$ cat config.mk
export PLATFORM = sky130hd
export DESIGN_NAME = slcan_command_line_parser_flat
export DESIGN_NICKNAME = d
export VERILOG_FILES = /design/src/rtl/slcp_pkg.sv /design/src/rtl/slcp_if.sv /design/src/rtl/slcp_line_parser.sv /design/src/rtl/slcan_command_line_parser.sv /design/src/flat_wrapper.sv
export VERILOG_INCLUDE_DIRS = /design/src /design/src/rtl
export SDC_FILE = /design/constraint.sdc
export NUM_CORES = 1
export LEC_CHECK = 0
export ABC_CLOCK_PERIOD_IN_PS = 12450
export BUFFER_PORTS_ARGS = -buffer_cell sky130_fd_sc_hd__clkbuf_2
export CAP_MARGIN = 20
export CORE_ASPECT_RATIO = 0.75
export CORE_MARGIN = 2
export CORE_UTILIZATION = 41
export CTS_CLUSTER_DIAMETER = 80
export DETAILED_ROUTE_END_ITERATION = 10
export SLEW_MARGIN = 10
export SYNTH_ARGS = -nofsm -noshare
export SYNTH_HDL_FRONTEND = slang
export SYNTH_SLANG_ARGS = --single-unit
$ cat constraint.sdc
create_clock -name clk -period 12.45 [get_ports clk]
set_clock_uncertainty 0.1 [all_clocks]
set_input_delay 0.6225 -clock clk [delete_from_list [all_inputs] [get_ports clk]]
set_output_delay 0.6225 -clock clk [all_outputs]
set_load 0.005 [all_outputs]
$ cat src/rtl/slcan_command_line_parser_macros.svh
// Assertion helpers for the command line parser. Each expects clk and arst_n
// in the scope of the module that uses it.
`ifndef SLCAN_COMMAND_LINE_PARSER_MACROS_SVH
`define SLCAN_COMMAND_LINE_PARSER_MACROS_SVH

`ifndef SYNTHESIS
`define SLCP_ASSERT_HOLDS(lbl, prop, msg) \
	lbl: assert property (@(posedge clk) disable iff (!arst_n) (prop)) else $error(msg);
`define SLCP_ASSERT_NEXT(lbl, ante, cons, msg) \
	lbl: assert property (@(posedge clk) disable iff (!arst_n) (ante) |=> (cons)) \
		else $error(msg);
`else
`define SLCP_ASSERT_HOLDS(lbl, prop, msg)
`define SLCP_ASSERT_NEXT(lbl, ante, cons, msg)
`endif

`endif

$ cat src/rtl/slcp_pkg.sv
// ----------------------------------------------------------------------------
// slcp_pkg
// Shared types, character codes and helpers of the command line parser.
// ----------------------------------------------------------------------------
package slcp_pkg;

	localparam int unsigned LINE_CHARS_MAX = 64;
	localparam int unsigned CNT_W          = $clog2(LINE_CHARS_MAX);

	localparam logic [7:0] CHAR_CR  = 8'h0d;
	localparam logic [7:0] CHAR_LF  = 8'h0a;
	localparam logic [7:0] CHAR_STD = 8'h74; // 't'
	localparam logic [7:0] CHAR_EXT = 8'h54; // 'T'
	localparam logic [7:0] CHAR_VER = 8'h56; // 'V'

	localparam logic [CNT_W-1:0] STD_DIGITS = CNT_W'(3);
	localparam logic [CNT_W-1:0] EXT_DIGITS = CNT_W'(8);
	localparam logic [4:0]       MAX_LEN    = 5'd8;

	typedef enum logic [1:0] {
		ST_FRAME   = 2'd0,
		ST_ERROR   = 2'd1,
		ST_VERSION = 2'd2
	} status_t;

	typedef enum logic [4:0] {
		KIND_NONE  = 5'b00001,
		KIND_STD   = 5'b00010,
		KIND_EXT   = 5'b00100,
		KIND_VER   = 5'b01000,
		KIND_OTHER = 5'b10000
	} kind_t;

	typedef struct packed {
		status_t     status;
		logic        is_extended;
		logic [31:0] identifier;
		logic [3:0]  data_length;
		logic [63:0] data_bytes;
	} result_t;

	// Bit 4 set: not a hex digit. Otherwise bits 3:0 hold the nibble.
	function automatic logic [4:0] nibble_of(input logic [7:0] c);
		logic [4:0] n;
		if (c >= 8'h30 && c <= 8'h39) begin
			n = {1'b0, 4'(c - 8'h30)};
		end else if (c >= 8'h61 && c <= 8'h66) begin
			n = {1'b0, 4'(c - 8'h57)};
		end else if (c >= 8'h41 && c <= 8'h46) begin
			n = {1'b0, 4'(c - 8'h37)};
		end else begin
			n = 5'h10;
		end
		return n;
	endfunction

endpackage

$ cat src/rtl/slcp_if.sv
// ----------------------------------------------------------------------------
// slcp_if
// Valid/ready channels: host characters in, parsed command results out.
// ----------------------------------------------------------------------------
interface slcp_char_if;
	logic       valid;
	logic       ready;
	logic [7:0] character;

	modport source (output valid, output character, input ready);
	modport sink (input valid, input character, output ready);
endinterface

interface slcp_result_if import slcp_pkg::*; ();
	logic        valid;
	logic        ready;
	status_t     status;
	logic        is_extended;
	logic [31:0] identifier;
	logic [3:0]  data_length;
	logic [63:0] data_bytes;

	modport source (output valid, output status, output is_extended, output identifier,
		output data_length, output data_bytes, input ready);
	modport sink (input valid, input status, input is_extended, input identifier,
		input data_length, input data_bytes, output ready);
endinterface

$ cat src/rtl/slcp_line_parser.sv
// ----------------------------------------------------------------------------
// slcp_line_parser
// Per-line parse state, updated once per character; flags a result on a
// terminator that ends a non-empty line.
// ----------------------------------------------------------------------------
`include "slcan_command_line_parser_macros.svh"

module slcp_line_parser import slcp_pkg::*; (
	input  logic       clk,
	input  logic       arst_n,
	input  logic       step,
	input  logic [7:0] chr,
	output logic       res_valid,
	output result_t    res
);

	kind_t            kind_q, kind_d;
	logic [CNT_W-1:0] count_q, count_d;
	logic [31:0]      id_q, id_d;
	logic [3:0]       len_q, len_d;
	logic [63:0]      data_q, data_d;
	logic             bad_q, bad_d;

	logic             is_term;
	logic             is_frame;
	logic [4:0]       nib;
	logic [CNT_W-1:0] digits;
	logic [CNT_W-1:0] two_len;
	logic [CNT_W-1:0] q_pos;
	logic [CNT_W-1:0] expected;

	assign is_term  = (chr == CHAR_CR) || (chr == CHAR_LF);
	assign is_frame = (kind_q == KIND_STD) || (kind_q == KIND_EXT);
	assign nib      = nibble_of(chr);
	assign digits   = (kind_q == KIND_EXT) ? EXT_DIGITS : STD_DIGITS;
	assign two_len  = CNT_W'({len_q, 1'b0});
	assign q_pos    = count_q - digits - CNT_W'(2);
	assign expected = CNT_W'(2) + digits + two_len;

	always_comb begin
		res = '0;
		res.status = ST_ERROR;
		if (is_frame && !bad_q && count_q == expected) begin
			res.status      = ST_FRAME;
			res.is_extended = (kind_q == KIND_EXT);
			res.identifier  = id_q;
			res.data_length = len_q;
			res.data_bytes  = data_q;
		end else if (kind_q == KIND_VER) begin
			res.status = ST_VERSION;
		end
	end

	assign res_valid = step && is_term && (count_q != '0);

	always_comb begin
		kind_d  = kind_q;
		count_d = count_q;
		id_d    = id_q;
		len_d   = len_q;
		data_d  = data_q;
		bad_d   = bad_q;
		if (step) begin
			if (is_term || count_q >= CNT_W'(LINE_CHARS_MAX - 1)) begin
				// end of line or overlong line: drop everything
				kind_d  = KIND_NONE;
				count_d = '0;
				id_d    = '0;
				len_d   = '0;
				data_d  = '0;
				bad_d   = 1'b0;
			end else begin
				count_d = count_q + CNT_W'(1);
				if (count_q == '0) begin
					unique case (chr)
						CHAR_STD: kind_d = KIND_STD;
						CHAR_EXT: kind_d = KIND_EXT;
						CHAR_VER: kind_d = KIND_VER;
						default:  kind_d = KIND_OTHER;
					endcase
				end else if (is_frame && !bad_q) begin
					if (count_q <= digits) begin
						if (nib[4]) begin
							bad_d = 1'b1;
						end else begin
							id_d = {id_q[27:0], nib[3:0]};
						end
					end else if (count_q == digits + CNT_W'(1)) begin
						if (nib > MAX_LEN) begin
							bad_d = 1'b1;
						end else begin
							len_d = nib[3:0];
						end
					end else if (q_pos >= two_len || nib[4]) begin
						bad_d = 1'b1;
					end else begin
						// high nibble first within each byte
						data_d = data_q | (64'(nib[3:0]) << {q_pos[3:1], ~q_pos[0], 2'b00});
					end
				end
			end
		end
	end

	always_ff @(posedge clk or negedge arst_n) begin
		if (!arst_n) begin
			kind_q  <= KIND_NONE;
			count_q <= '0;
			id_q    <= '0;
			len_q   <= '0;
			data_q  <= '0;
			bad_q   <= 1'b0;
		end else begin
			kind_q  <= kind_d;
			count_q <= count_d;
			id_q    <= id_d;
			len_q   <= len_d;
			data_q  <= data_d;
			bad_q   <= bad_d;
		end
	end

	`SLCP_ASSERT_NEXT(a_term_clears, step && is_term,
		count_q == '0 && kind_q == KIND_NONE, "line state not cleared after terminator")
	`SLCP_ASSERT_HOLDS(a_kind_set, (count_q == '0) == (kind_q == KIND_NONE),
		"line kind out of step with character count")
	`SLCP_ASSERT_HOLDS(a_err_zero, !(res.status != ST_FRAME && res.data_bytes != '0),
		"non-frame result carries data")

endmodule

$ cat src/rtl/slcan_command_line_parser.sv
// ----------------------------------------------------------------------------
// slcan_command_line_parser
// SLCAN style command line parser: one host character per word in, one
// parsed command result per terminated non-empty line out.
// ----------------------------------------------------------------------------
// Flow: an accepted terminator waits in the input register and is parsed when
//   that register advances; its result word is then loaded into the output register and shown as valid.
// Throughput: one character per cycle while results are taken; the input
//   register advances only when the output register is free or being drained.
// Reset: arst_n clears the line state and both valid flags at once.
`include "slcan_command_line_parser_macros.svh"

module slcan_command_line_parser import slcp_pkg::*; (
	input  logic            clk,
	input  logic            arst_n,
	slcp_char_if.sink       cmd,
	slcp_result_if.source   result
);

	logic       valid_s1;
	logic [7:0] chr_s1;
	logic       out_valid_q;
	result_t    out_q;
	logic       adv;
	logic       res_valid;
	result_t    res;

	assign adv       = valid_s1 && (!out_valid_q || result.ready);
	assign cmd.ready = !valid_s1 || adv;

	always_ff @(posedge clk or negedge arst_n) begin
		if (!arst_n) begin
			valid_s1 <= 1'b0;
		end else if (cmd.ready) begin
			valid_s1 <= cmd.valid;
		end
	end

	always_ff @(posedge clk) begin
		if (cmd.ready && cmd.valid) begin
			chr_s1 <= cmd.character;
		end
	end

	slcp_line_parser u_parser (
		.clk       (clk),
		.arst_n    (arst_n),
		.step      (adv),
		.chr       (chr_s1),
		.res_valid (res_valid),
		.res       (res)
	);

	always_ff @(posedge clk or negedge arst_n) begin
		if (!arst_n) begin
			out_valid_q <= 1'b0;
		end else if (adv && res_valid) begin
			out_valid_q <= 1'b1;
		end else if (result.ready) begin
			out_valid_q <= 1'b0;
		end
	end

	always_ff @(posedge clk) begin
		if (adv && res_valid) begin
			out_q <= res;
		end
	end

	assign result.valid       = out_valid_q;
	assign result.status      = out_q.status;
	assign result.is_extended = out_q.is_extended;
	assign result.identifier  = out_q.identifier;
	assign result.data_length = out_q.data_length;
	assign result.data_bytes  = out_q.data_bytes;

	`SLCP_ASSERT_HOLDS(a_no_overwrite, !(adv && res_valid && out_valid_q && !result.ready), "pending result overwritten")
	`SLCP_ASSERT_NEXT(a_s1_hold, valid_s1 && !adv, valid_s1 && $stable(chr_s1), "stalled character lost")
	`SLCP_ASSERT_NEXT(a_out_load, adv && res_valid, out_valid_q, "result not loaded into output register")

endmodule

$ cat src/flat_wrapper.sv
// flat-port wrapper written by rule: the top's interface ports become plain ports
module slcan_command_line_parser_flat import slcp_pkg::*;
  (clk, arst_n, cmd_valid, cmd_character, cmd_ready, result_valid, result_status, result_is_extended, result_identifier, result_data_length, result_data_bytes, result_ready);
  slcp_char_if cmd_i ();
  slcp_result_if result_i ();
  input  logic clk;
  input  logic arst_n;
  input wire logic [$bits(cmd_i.valid)-1:0] cmd_valid;
  input wire logic [$bits(cmd_i.character)-1:0] cmd_character;
  output wire logic [$bits(cmd_i.ready)-1:0] cmd_ready;
  output wire logic [$bits(result_i.valid)-1:0] result_valid;
  output wire logic [$bits(result_i.status)-1:0] result_status;
  output wire logic [$bits(result_i.is_extended)-1:0] result_is_extended;
  output wire logic [$bits(result_i.identifier)-1:0] result_identifier;
  output wire logic [$bits(result_i.data_length)-1:0] result_data_length;
  output wire logic [$bits(result_i.data_bytes)-1:0] result_data_bytes;
  input wire logic [$bits(result_i.ready)-1:0] result_ready;
  assign cmd_i.valid = cmd_valid;
  assign cmd_i.character = cmd_character;
  assign cmd_ready = cmd_i.ready;
  assign result_valid = result_i.valid;
  assign result_status = result_i.status;
  assign result_is_extended = result_i.is_extended;
  assign result_identifier = result_i.identifier;
  assign result_data_length = result_i.data_length;
  assign result_data_bytes = result_i.data_bytes;
  assign result_i.ready = result_ready;
  slcan_command_line_parser u_core (.clk(clk), .arst_n(arst_n), .cmd(cmd_i), .result(result_i));
endmodule
==> results.py, run 1 <==
metrics = {
    "power_and_ir_drop": {
        "switching_share_pct": 28.1,
        "power.leakage_nw": 4.84,
        "power_report.internal_total_mw": 1.33,
        "power.ir.vdd_worst_mv": 0.107,
        "cellPowerDensity_nw_per_um2": 163,
        "clock_power_share_pct": 39.7,
        "sequential_share_of_power_pct": 44.3,
        "power.net_switching_mw": 0.519,
        "totalPowerFinal_mw": 1.85,
        "share_comb_of_total_power_pct": 16.0,
    },
    "grt": {
        "vias_in_the_first_global_route": 6078,
        "wire_length_of_the_first_global_routing_pass_um": 33500,
        "grt_antenna_before_repair": 0,
        "grt_start_max_net_pins": 78,
        "grt_overflow": 0,
        "groute.usage.overall_pct": 16.8,
    },
    "timing": {
        "worst_slew_pin_slew_ps": 994,
        "max_freq_mhz": 209,
        "hold_violations": 0,
        "final_min_period_over_clock_period_pct": 38.4,
        "totalNegativeSetupSlack_ps": 0,
        "slew-limit-headroom_pct": 33.7,
        "grt_setup_unrepaired": "no",
        "timing.final.crit_period_ps": 4780,
        "setup_viol_count_final": 0,
        "slew_viol_final": 0,
    },
    "critical_path": {
        "worstSetupEndpointType": "register",
        "startpoint_type": "register",
        "crit_arrival_ps": 5110,
        "critPathKind": "reg -> reg",
        "worst-endpoint-required_ps": 12780,
        "maximum_fanout_count_along_the_critical_path": 10,
    },
    "clock_network": {
        "numClockSinks": 225,
        "clock_h_tree_levels": 1,
        "cts-hold-fix-buffers": 0,
        "tritoncts.num_buffers": 24,
        "cts_resized": 0,
        "cts.path.max_buffers": 3,
        "clock_latency_ps": 520,
        "cts_setup_buffers": 0,
        "clkTransAtPathRegs_ps": 60,
        "clk_root_buffer_cell": "sky130_fd_sc_hd__clkbuf_16",
        "cts_tree": "yes",
    },
    "worst_hold_path": {
        "hold_class": "in -> async",
    },
    "die": {
        "die_h_um": 137,
        "design.core.area_um2": 23100,
        "placementRows": 48,
        "floorplan.die_area_um2": 24800,
        "die_width_um": 181,
        "floorplan.initialDensity_pct": 41.8,
        "pin_count": 117,
    },
    "logic_synthesis": {
        "syn-mean-instance-area_um2": 11.9,
        "yosys.cell_count.top_type": "sky130_fd_sc_hd__nand2_1",
        "synthTopCellsByCount": "sky130_fd_sc_hd__nand2_1, sky130_fd_sc_hd__dfrtp_1, sky130_fd_sc_hd__edfxtp_1",
        "yosys_register_bits": 225,
        "number_of_flops_mapped_to_enable_cells_by_yosys": 111,
        "synth-seq-area-share_pct": 64.2,
        "post_synth_instance_area_um2": 9640,
        "async_flop_share_pct": 50.7,
        "synth.top_cells.by_area": "sky130_fd_sc_hd__edfxtp_1, sky130_fd_sc_hd__dfrtp_1, sky130_fd_sc_hd__nand2_1",
        "synthFlopType": "sky130_fd_sc_hd__dfrtp_1",
        "syn-instance-count": 811,
        "synth.largest_area_cell": "sky130_fd_sc_hd__edfxtp_1",
        "synth_warnings": 0,
        "cell_variety_after_synth": 59,
        "post-synth-top-area-fraction_pct": 34.6,
        "syn_nets": 849,
    },
    "route": {
        "detail-route-antenna-nets": 0,
        "totalWireLength_um": 20800,
        "post-route-drc-count": 0,
        "post_drt_via_cell_ratio": 5.18,
        "dr_total_vias": 6417,
        "drt_iter0_markers": 408,
        "firstDrtPassIters": 5,
        "post_drt_wl_per_cell_um": 16.8,
    },
    "layout": {
        "area.growth.synth_to_final_pct": 17.8,
        "layout.filler_cells": 2165,
        "fin_nets": 959,
        "finalNonFillerCells": 1239,
        "number_of_diodes_added_for_antenna_fixing": 0,
        "fin_util_pct": 49.3,
        "postLayoutCellArea_um2": 11400,
        "share_of_final_layout_standard_cells_stronger_than_drive_strength_1_pct": 18.8,
    },
    "place": {
        "portBuffers": 116,
        "numPlacedInstances": 1195,
        "detailed_place_hpwl_um": 14000,
        "place.gp.congestion": 0.867,
        "post_dp_cell_area_um2": 10500,
    },
    "run_status": {
        "outcome": "finished, final reports clean",
    },
    "job": {
        "drv_cap": 0,
    },
}
registers in the layout (all words and copies together), names as in the netlist:
signal,flops
u_core.chr_s1,8
u_core.u_parser.bad_q,1
u_core.valid_s1,1
u_core.u_parser.id_q,32
u_core.result.valid,1
u_core.result.data_length,4
u_core.u_parser.count_q,6
u_core.result.identifier,32
u_core.u_parser.data_q,64
u_core.result.status,2
u_core.u_parser.kind_q,5
u_core.u_parser.len_q,4
u_core.result.is_extended,1
u_core.result.data_bytes,64
cells in the final DEF (no fill, tap or decap), types with 3 or more instances in the layout:
master,Yosys,layout
sky130_fd_sc_hd__a21oi_1,9,9
sky130_fd_sc_hd__a32o_1,10,10
sky130_fd_sc_hd__and2_1,68,68
sky130_fd_sc_hd__buf_4,0,11
sky130_fd_sc_hd__bufinv_16,0,4
sky130_fd_sc_hd__clkbuf_1,34,6
sky130_fd_sc_hd__clkbuf_16,0,24
sky130_fd_sc_hd__clkbuf_2,0,115
sky130_fd_sc_hd__clkinv_1,1,3
sky130_fd_sc_hd__clkinv_2,0,4
sky130_fd_sc_hd__dfrtp_1,113,113
sky130_fd_sc_hd__edfxtp_1,111,111
sky130_fd_sc_hd__ha_1,25,25
sky130_fd_sc_hd__inv_1,54,54
sky130_fd_sc_hd__mux2i_1,36,36
sky130_fd_sc_hd__nand2_1,119,119
sky130_fd_sc_hd__nand2b_1,4,4
sky130_fd_sc_hd__nand3_1,19,19
sky130_fd_sc_hd__nand4_1,5,5
sky130_fd_sc_hd__nor2_1,16,16
sky130_fd_sc_hd__nor3_1,11,9
sky130_fd_sc_hd__nor4_1,38,38
sky130_fd_sc_hd__o21ai_0,58,58
sky130_fd_sc_hd__o31ai_1,12,12
sky130_fd_sc_hd__xnor2_1,6,4
sky130_fd_sc_hd__xor2_1,4,4
area by class of cell:
type	count	area, um2	area share, %
Clock buffer	31	637	5.61
Clock inverter	13	180	1.59
Inverter	55	206	1.82
Multi-Input combinational cell	489	3120	27.4
Sequential cell	225	6190	54.5
Tap cell	300	375	3.30
Timing Repair Buffer	126	658	5.79
kinds of logic (layout without fill, tap and decap cells):
| family | after synthesis | after routing | synth area share (%) |
|---|---|---|---|
| compound gates | 114 | 114 | 7.62 |
| buf+inv | 97 | 225 | 3.85 |
| mux | 37 | 37 | 3.85 |
| flops | 225 | 225 | 64.2 |
| fa+ha+maj | 26 | 26 | 3.45 |
| simple gates | 302 | 302 | 16.1 |
| xor+xnor | 10 | 10 | 0.908 |
path summary, 6_finish.rpt:
check | start | endpoint | slack (ps) | cells after the start
max reg2reg | u_core.u_parser.kind_q[1] | u_core.u_parser.data_q[62] | 7670 | 15
min in group clk | cmd_character[3] | u_core.chr_s1[3] | 190 | 1
max | u_core.u_parser.kind_q[1] | u_core.u_parser.data_q[62] | 7670 | 15
min reg2reg | u_core.u_parser.data_q[3] | u_core.u_parser.data_q[3] | 370 | 2
min | arst_n | u_core.result.valid | 30 | 1
max in group asynchronous | arst_n | u_core.u_parser.data_q[55] | 10920 | 2
metrics by stage:
step                hold slack (ps)  worst slack, ps
global placement                356             7850
CTS                            52.8             7740
global route                   84.8             7350
floorplan                       227             3590
finish                         32.5             7670
detailed placement              361             7740
critical path, cell delays in order, from the launching register on:
cell,delay [ps]
sky130_fd_sc_hd__dfrtp_1,410
sky130_fd_sc_hd__or3_4,390
sky130_fd_sc_hd__or2_2,370
sky130_fd_sc_hd__ha_1,330
sky130_fd_sc_hd__inv_1,70
sky130_fd_sc_hd__ha_1,160
sky130_fd_sc_hd__inv_1,60
sky130_fd_sc_hd__fa_1,690
sky130_fd_sc_hd__inv_1,210
sky130_fd_sc_hd__ha_1,230
sky130_fd_sc_hd__a21oi_1,110
sky130_fd_sc_hd__o21ai_0,90
sky130_fd_sc_hd__a21o_1,230
sky130_fd_sc_hd__a2111oi_4,520
sky130_fd_sc_hd__nand3_1,440
sky130_fd_sc_hd__o21ai_0,290
power by group through the flow:
stage / Sequential, mW / Combinational [mW] / Clock, mW
6_report: 0.819 / 0.295 / 0.734
3_5_place_dp: 0.833 / 0.292 / 0
3_3_place_gp: 0.833 / 0.289 / 0
5_1_grt: 0.821 / 0.329 / 0.779
2_1_floorplan: 0.821 / 0.219 / 0
4_1_cts: 0.818 / 0.293 / 0.751
routing by layer:
metal	global-route usage [%]	vias to the layer above	routed length, um
li1	-	3088	-
met1	27.0	3162	10800
met2	23.5	142	8760
met3	2.93	25	967
met4	3.75	0	287
met5	0	-	0
No activity file was read; power rests on OpenSTA's default activity.
==> inputs of run 2 (changes only) <==
--- a/config.mk
+++ b/config.mk
@@ -6,7 +6,7 @@
 export SDC_FILE = /design/constraint.sdc
 export NUM_CORES = 1
 export LEC_CHECK = 0
-export ABC_CLOCK_PERIOD_IN_PS = 12450
+export ABC_CLOCK_PERIOD_IN_PS = 4200
 export BUFFER_PORTS_ARGS = -buffer_cell sky130_fd_sc_hd__clkbuf_2
 export CAP_MARGIN = 20
 export CORE_ASPECT_RATIO = 0.75
==> constraint.sdc (replaced) <==
create_clock -name clk -period 4.2 [get_ports clk]
set_clock_uncertainty 0.1 [all_clocks]
set_input_delay 0.21 -clock clk [delete_from_list [all_inputs] [get_ports clk]]
set_output_delay 0.21 -clock clk [all_outputs]
set_load 0.005 [all_outputs]
==> results.py, run 2 (synthesis results as in run 1) <==
metrics = {
    "run_status": {
        "outcome": "finished, final reports clean",
    },
    "route": {
        "post-route-drc-count": 0,
        "post_drt_wl_per_cell_um": 17.2,
        "drt_iter0_markers": 394,
        "route.met2.wl_um": 9550,
        "post_drt_via_cell_ratio": 5.16,
        "firstDrtPassIters": 5,
        "totalWireLength_um": 21900,
        "top_layer_used": "met4",
        "m1WireLength_um": 11000,
        "dr_total_vias": 6580,
        "wl_met3_um": 1040,
        "detail-route-antenna-nets": 0,
    },
    "grt": {
        "grt_start_max_net_pins": 67,
        "vias_in_the_first_global_route": 6545,
        "groute.usage.overall_pct": 17.9,
        "grt_antenna_before_repair": 0,
        "grt_overflow": 0,
        "wire_length_of_the_first_global_routing_pass_um": 35400,
    },
    "power_and_ir_drop": {
        "power.ir.vdd_worst_mv": 0.281,
        "power.leakage_nw": 5.04,
        "cellPowerDensity_nw_per_um2": 481,
    },
    "clock_network": {
        "clock_latency_ps": 520,
        "numClockSinks": 225,
        "cts.path.max_buffers": 3,
        "clk_root_buffer_cell": "sky130_fd_sc_hd__clkbuf_16",
        "clkTransAtPathRegs_ps": 60,
        "tritoncts.num_buffers": 24,
        "clock_h_tree_levels": 1,
        "cts_tree": "yes",
    },
    "critical_path": {
        "worst_path_largest_cell_delay_ps": 390,
        "maximum_fanout_count_along_the_critical_path": 8,
        "cpLargestDelayFamily": "adder cells",
        "timing.reg2reg.setup_slack_ps": 210,
        "crit_arrival_ps": 4320,
        "startpoint_type": "register",
        "critPathKind": "reg -> reg",
        "worst-endpoint-required_ps": 4530,
        "worst_path_buffer_plus_inverter_count": 5,
        "path_cells": "or3_4 > or2_4 > buf_4 > ha_1 > inv_1 > ha_1 > inv_1 > fa_2 > xor2_2 > inv_2 > ha_4 > a21oi_1 > o21ai_0 > a21o_1 > a2111oi_4 > buf_6 > nand4_4 > o31ai_2",
        "worstSetupEndpointType": "register",
        "timing.critical_path.slowest_stage_cell": "sky130_fd_sc_hd__dfrtp_1",
    },
    "place": {
        "post_dp_cell_area_um2": 10800,
        "place.gp.congestion": 0.803,
        "detailed_place_hpwl_um": 14900,
        "portBuffers": 116,
        "dp_slack_ps": -148,
    },
    "timing": {
        "slew-limit-headroom_pct": 40.1,
        "worst_slew_pin_slew_ps": 895,
        "timing.final.crit_period_ps": 3990,
        "max_freq_mhz": 250,
        "final_min_period_over_clock_period_pct": 95.0,
        "hold_violations": 0,
        "slew_viol_final": 0,
        "totalNegativeSetupSlack_ps": 0,
        "final.hold.worst_slack_ps": 91.1,
        "setup_viol_count_final": 0,
        "post-route-worst-setup-slack_ps": 208,
    },
    "die": {
        "placementRows": 48,
        "pin_count": 117,
        "floorplan.die_area_um2": 24800,
        "die_width_um": 181,
        "die_h_um": 137,
        "floorplan.initialDensity_pct": 41.8,
        "design.core.area_um2": 23100,
    },
    "layout": {
        "postLayoutCellArea_um2": 11800,
        "area.growth.synth_to_final_pct": 22.6,
        "commonest_non_fill_non_tap_cell_in_the_layout": "sky130_fd_sc_hd__nand2_1",
        "fin_nets": 996,
        "share_of_final_layout_standard_cells_stronger_than_drive_strength_1_pct": 22.4,
        "number_of_diodes_added_for_antenna_fixing": 0,
        "layout.cells.most_common_list": "sky130_fd_sc_hd__nand2_1, sky130_fd_sc_hd__clkbuf_2, sky130_fd_sc_hd__dfrtp_1",
    },
    "worst_hold_path": {
        "hold_class": "in -> async",
    },
    "job": {
        "drv_cap": 0,
    },
}
[run 2: routing by layer]
layer | global-route usage (%) | vias to the layer above
met5 | 0 | -
met4 | 3.66 | 0
met3 | 3.27 | 29
met2 | 27.2 | 148
met1 | 27.0 | 3249
li1 | - | 3154
[run 2: cell type report]
| type | instances | area, um2 |
|---|---|---|
| repair buffers | 163 | 1030 |
| clock buffers | 35 | 714 |
| flip-flops and latches | 225 | 6190 |
| fillers | 2083 | 11200 |
| inverters | 55 | 206 |
| multi-input cells | 489 | 3220 |
| clock inverters | 9 | 86.3 |
| well taps | 300 | 375 |
[run 2: worst paths after layout]
| check | startpoint | endpoint | cells past startpoint |
|---|---|---|---|
| worst max-delay path | u_core.u_parser.kind_q[4] | u_core.u_parser.data_q[37] | 18 |
| worst min-delay path | arst_n | u_core.valid_s1 | 2 |
| worst max register to register | u_core.u_parser.kind_q[4] | u_core.u_parser.data_q[37] | 18 |
| worst min register to register | u_core.u_parser.kind_q[0] | u_core.u_parser.kind_q[0] | 2 |
| max in group asynchronous | arst_n | u_core.u_parser.data_q[34] | 3 |
| min in group clk | cmd_character[3] | u_core.chr_s1[3] | 2 |
[run 2: power by group]
group | internal, mW | switching [mW] | total, mW
registers | 2.35 | 0.0562 | 2.41
clock network | 1.25 | 0.861 | 2.11
logic | 0.442 | 0.722 | 1.16
total | 4.04 | 1.64 | 5.68
[run 2: timing repair]
| action | CTS | global route |
|---|---|---|
| endpoints found under the setup margin | 56 | 64 |
| buffers inserted | 1 | 2 |
| pin swaps | 7 | 3 |
| resized for setup | 20 | 22 |
| hold buffers | 12 | 0 |
| endpoints found under the hold margin | 44 | 0 |
[run 2: stage by stage]
stage | power [mW] | utilization, % | cells
2_1_floorplan | 3.09 | - | 811
4_1_cts | 5.66 | 50.9 | 1274
3_5_place_dp | 3.48 | 46.7 | 1217
6_report | 5.68 | 51.2 | 1276
5_1_grt | 5.96 | 51.2 | 1276
3_3_place_gp | 3.47 | 46.7 | 1217
